$ cat config.mk
export PLATFORM = sky130hd
export DESIGN_NAME = bai_cell
export DESIGN_NICKNAME = d
export VERILOG_FILES = /design/src/hw/rtl/bai_pkg.sv /design/src/hw/rtl/bai_cell.sv
export SDC_FILE = /design/constraint.sdc
export NUM_CORES = 1
export LEC_CHECK = 0
export BUFFER_PORTS_ARGS = -buffer_cell sky130_fd_sc_hd__buf_2
export CAP_MARGIN = 20
export CORE_UTILIZATION = 37
export DETAILED_ROUTE_END_ITERATION = 8
export HOLD_SLACK_MARGIN = 0.05
export PLACE_DENSITY = 0.78
export REMOVE_ABC_BUFFERS = 1
export SLEW_MARGIN = 15
export SYNTH_ARGS = -nofsm -noshare
export SYNTH_HDL_FRONTEND = slang
export SYNTH_SLANG_ARGS = --single-unit
$ cat constraint.sdc
create_clock -name clk -period 2.6 [get_ports clk]
set_clock_uncertainty 0.05 [all_clocks]
set_input_delay 0.13 -clock clk [delete_from_list [all_inputs] [get_ports clk]]
set_output_delay 0.13 -clock clk [all_outputs]
set_load 0.01 [all_outputs]
$ cat src/hw/rtl/bai_pkg.sv
// Shared types and constants for the byte array insert/remove block.
package bai_pkg;

  // Default number of byte cells in the array.
  localparam int DEPTH_DEFAULT = 256;

  // Cells whose read bytes are merged into one registered group word.
  localparam int GROUP_SIZE = 16;

  // Request kinds, as carried in the req_type field.
  typedef enum logic [2:0] {
    REQ_PUSH   = 3'd0,
    REQ_POP    = 3'd1,
    REQ_GET    = 3'd2,
    REQ_INSERT = 3'd3,
    REQ_REMOVE = 3'd4
  } req_kind_t;

  // Result status codes.
  typedef enum logic [1:0] {
    ST_DONE  = 2'd0,
    ST_RANGE = 2'd1,
    ST_FULL  = 2'd2
  } status_t;

  // Update applied along the whole cell row at once.
  typedef enum logic [1:0] {
    CELL_HOLD   = 2'd0,
    CELL_PUSH   = 2'd1,
    CELL_INSERT = 2'd2,
    CELL_REMOVE = 2'd3
  } cell_op_t;

  // Broadcast command to every cell.
  typedef struct packed {
    cell_op_t   op;
    logic [7:0] din;
  } cell_cmd_t;

  // Request beat payload.
  typedef struct packed {
    logic [2:0] req_type;
    logic [7:0] position;
    logic [7:0] data_in;
  } req_t;

  // Response beat payload.
  typedef struct packed {
    logic [1:0] status;
    logic [7:0] data_out;
    logic [8:0] fill_count;
  } rsp_t;

endpackage

$ cat src/hw/rtl/bai_cell.sv
// One byte cell of the array row: holds a byte, shifts with its neighbors.
module bai_cell
  import bai_pkg::*;
#(
  parameter int IW = 9,
  parameter int INDEX = 0
) (
  input  logic          clk,
  input  cell_cmd_t     cmd,
  input  logic [IW-1:0] idx,
  input  logic [IW-1:0] rd_idx,
  input  logic [7:0]    prev_data,
  input  logic [7:0]    next_data,
  output logic [7:0]    data,
  output logic [7:0]    rd_byte
);

  localparam logic [IW-1:0] MyIdx = IW'(INDEX);

  logic [7:0] data_next;

  // Per-cell update chosen by comparing own index with the broadcast index
  always_comb begin
    data_next = data;
    case (cmd.op)
      CELL_PUSH: begin
        if (MyIdx == idx) data_next = cmd.din;
      end
      CELL_INSERT: begin
        if (MyIdx == idx) data_next = cmd.din;
        else if (MyIdx > idx) data_next = prev_data;
      end
      CELL_REMOVE: begin
        if (MyIdx >= idx) data_next = next_data;
      end
      default: data_next = data;
    endcase
  end

  always_ff @(posedge clk) begin
    data <= data_next;
  end

  // Read select: only the addressed cell drives a nonzero byte
  assign rd_byte = (MyIdx == rd_idx) ? data : 8'd0;

endmodule

==> reports/qor.yml <==
grt_usage: 0.172
wl_per_cell_um: 11.0
period_needed_ns: 1.93
cts_tree: "yes"
crit_family: "simple AND/OR/NAND/NOR gates"
place_congestion: 0.896
route.detailed.drc: 0
dpl_cell_area_sq_um: 991
critPathBufInv: 1
synth_compound_area_frac: 0.170
numCtsBuffers: 3
antenna_found_initial: 0
endpoint_kind: "flop"
vias: 856
grt_start_max_net_pins: 27
finalInstanceArea_sq_um: 1010
num_io_pins: 61
portBuffers: 60
synth_cells: 83
peakVddDrop_mv: 0.142
critPathMaxStageDelay_ns: 0.58
num_rows: 15
largest_reg_flops: 8
synth_top_family_by_area: "simple AND/OR/NAND/NOR gates"
hold_buffers: 0
path_class: "input port to flop"
grt-ovfl-total: 0
post-place-cells: 159
setup-tns-final_ns: 0
p_leak_uw: 0.000464
final_cell_mix: "60 x buf_2, 9 x nor4_1"
cp_data_arrival_time_ns: 1.76
cts.sinks: 8
synthSimpleGateAreaFrac: 0.380
first_global_vias: 679
max_freq_mhz: 517
drt-pass1-iter-count: 4
fin_nets: 184
muxShareOfSynthArea: 0
drt-vias-per-instance: 5.28
dpl.hpwl_mm: 1.43
drt.antenna.violating_nets: 0
cellPowerDensity_nw_per_um2: 304
fin_util: 0.574
path_cells: "buf_2 -> or4_4 -> or3_4 -> nor2_1"
cts_resized: 0
relSlewSlack: 0.486
startpoint_type: "input port"
rsz0062_at_grt: "no"
clk_pin_slew_ns: 0.05
first_iter_violations: 21
antennaDiodeCount: 0
core_area_sq_um: 1760
fp.dieArea_sq_um: 2090
yosysWarnings: 0
drt_wl_total_mm: 1.78
ys_ff_latch: 8
drive_gt1_frac: 0.482
postCtsSetupBuffers: 0
hold_viol_final: 0
maxCapViolations: 0
setup_viol: 0
fin_cells: 162
synth_area_sq_um: 708
h-tree-depth: 1
grt_pass1_wl_mm: 2.60
fp.dieW_um: 45.8
hp-class: "input port to flop"
tightest_slew_ns: 0.764
finalCritPeriodShare: 0.744
seq_area_frac_synth: 0.339
die_height_um: 45.8
clockBufferDepth: 2
crit_fanout: 9
largest-register: "data"
worstPathRequired_ns: 2.43
status: "complete, no violations"
critPathSlowestCell: "or4_4"
drv_slew: 0
synth_fa_ha_area_frac: 0
synth-xor-area-share: 0
cts_root_buffer: "clkbuf_4"
avgSynthCellArea_sq_um: 8.53
layout_commonest_cell: "buf_2"
area_growth_pct: 43.1
synth.distinct_cells: 18
initial_utilization: 0.401
reg_top3: "data: 8 flops"
worst paths after layout:
| check | start | endpoint | cells after the start |
|---|---|---|---|
| worst max-delay path | idx[4] | data[3] | 4 |
| worst min-delay path | prev_data[6] | data[6] | 2 |
synth_stat cells, drive strengths merged:
cell type / count / area share
or3: 3 / 0.034
and2: 8 / 0.071
edfxtp: 8 / 0.34
nor2b: 1 / 0.0088
a311o: 8 / 0.11
nand3b: 8 / 0.085
nand3: 8 / 0.057
nor4: 9 / 0.079
nor2: 2 / 0.011
clkbuf: 6 / 0.032
or2: 1 / 0.0088
o21ai: 8 / 0.057
or4: 2 / 0.027
buf: 3 / 0.037
inv: 8 / 0.042
area by class of cell:
class,instances,area (sq um)
clock buffers,3,22.5
well taps,25,31.3
inverters,8,30.0
fillers,175,751
multi-input cells,58,389
repair buffers,60,300
flip-flops and latches,8,240
layer usage:
metal,track usage,up-vias,wire (um)
met5,0,-,0
li1,-,425,-
met1,0.197,368,734
met2,0.317,63,858
met3,0,0,192
met4,0.106,0,0
kinds of logic (layout without fill, tap and decap cells):
group                  after synthesis  after routing
buffers and inverters               17             71
AOI/OAI and AO/OA                   16             16
and+or+nand+nor                     42             42
DFF                                  8              8
power by group:
group | total [uW] | switching [uW] | internal (uW) | leakage (uW)
combinational | 76.7 | 34.8 | 41.9 | 0.000381
sequential | 144 | 0.0803 | 144 | 0.0000690
clock | 87.4 | 35.1 | 52.3 | 0.0000138
metrics by stage:
stage	power (uW)	setup WS [ns]	hold WS, ns
floorplan	177	0.647	0.310
global placement	221	0.479	0.416
detailed placement	222	0.398	0.406
CTS	314	0.625	0.154
global route	324	0.507	0.159
finish	308	0.666	0.166
(Power assumes the default switching activity.)
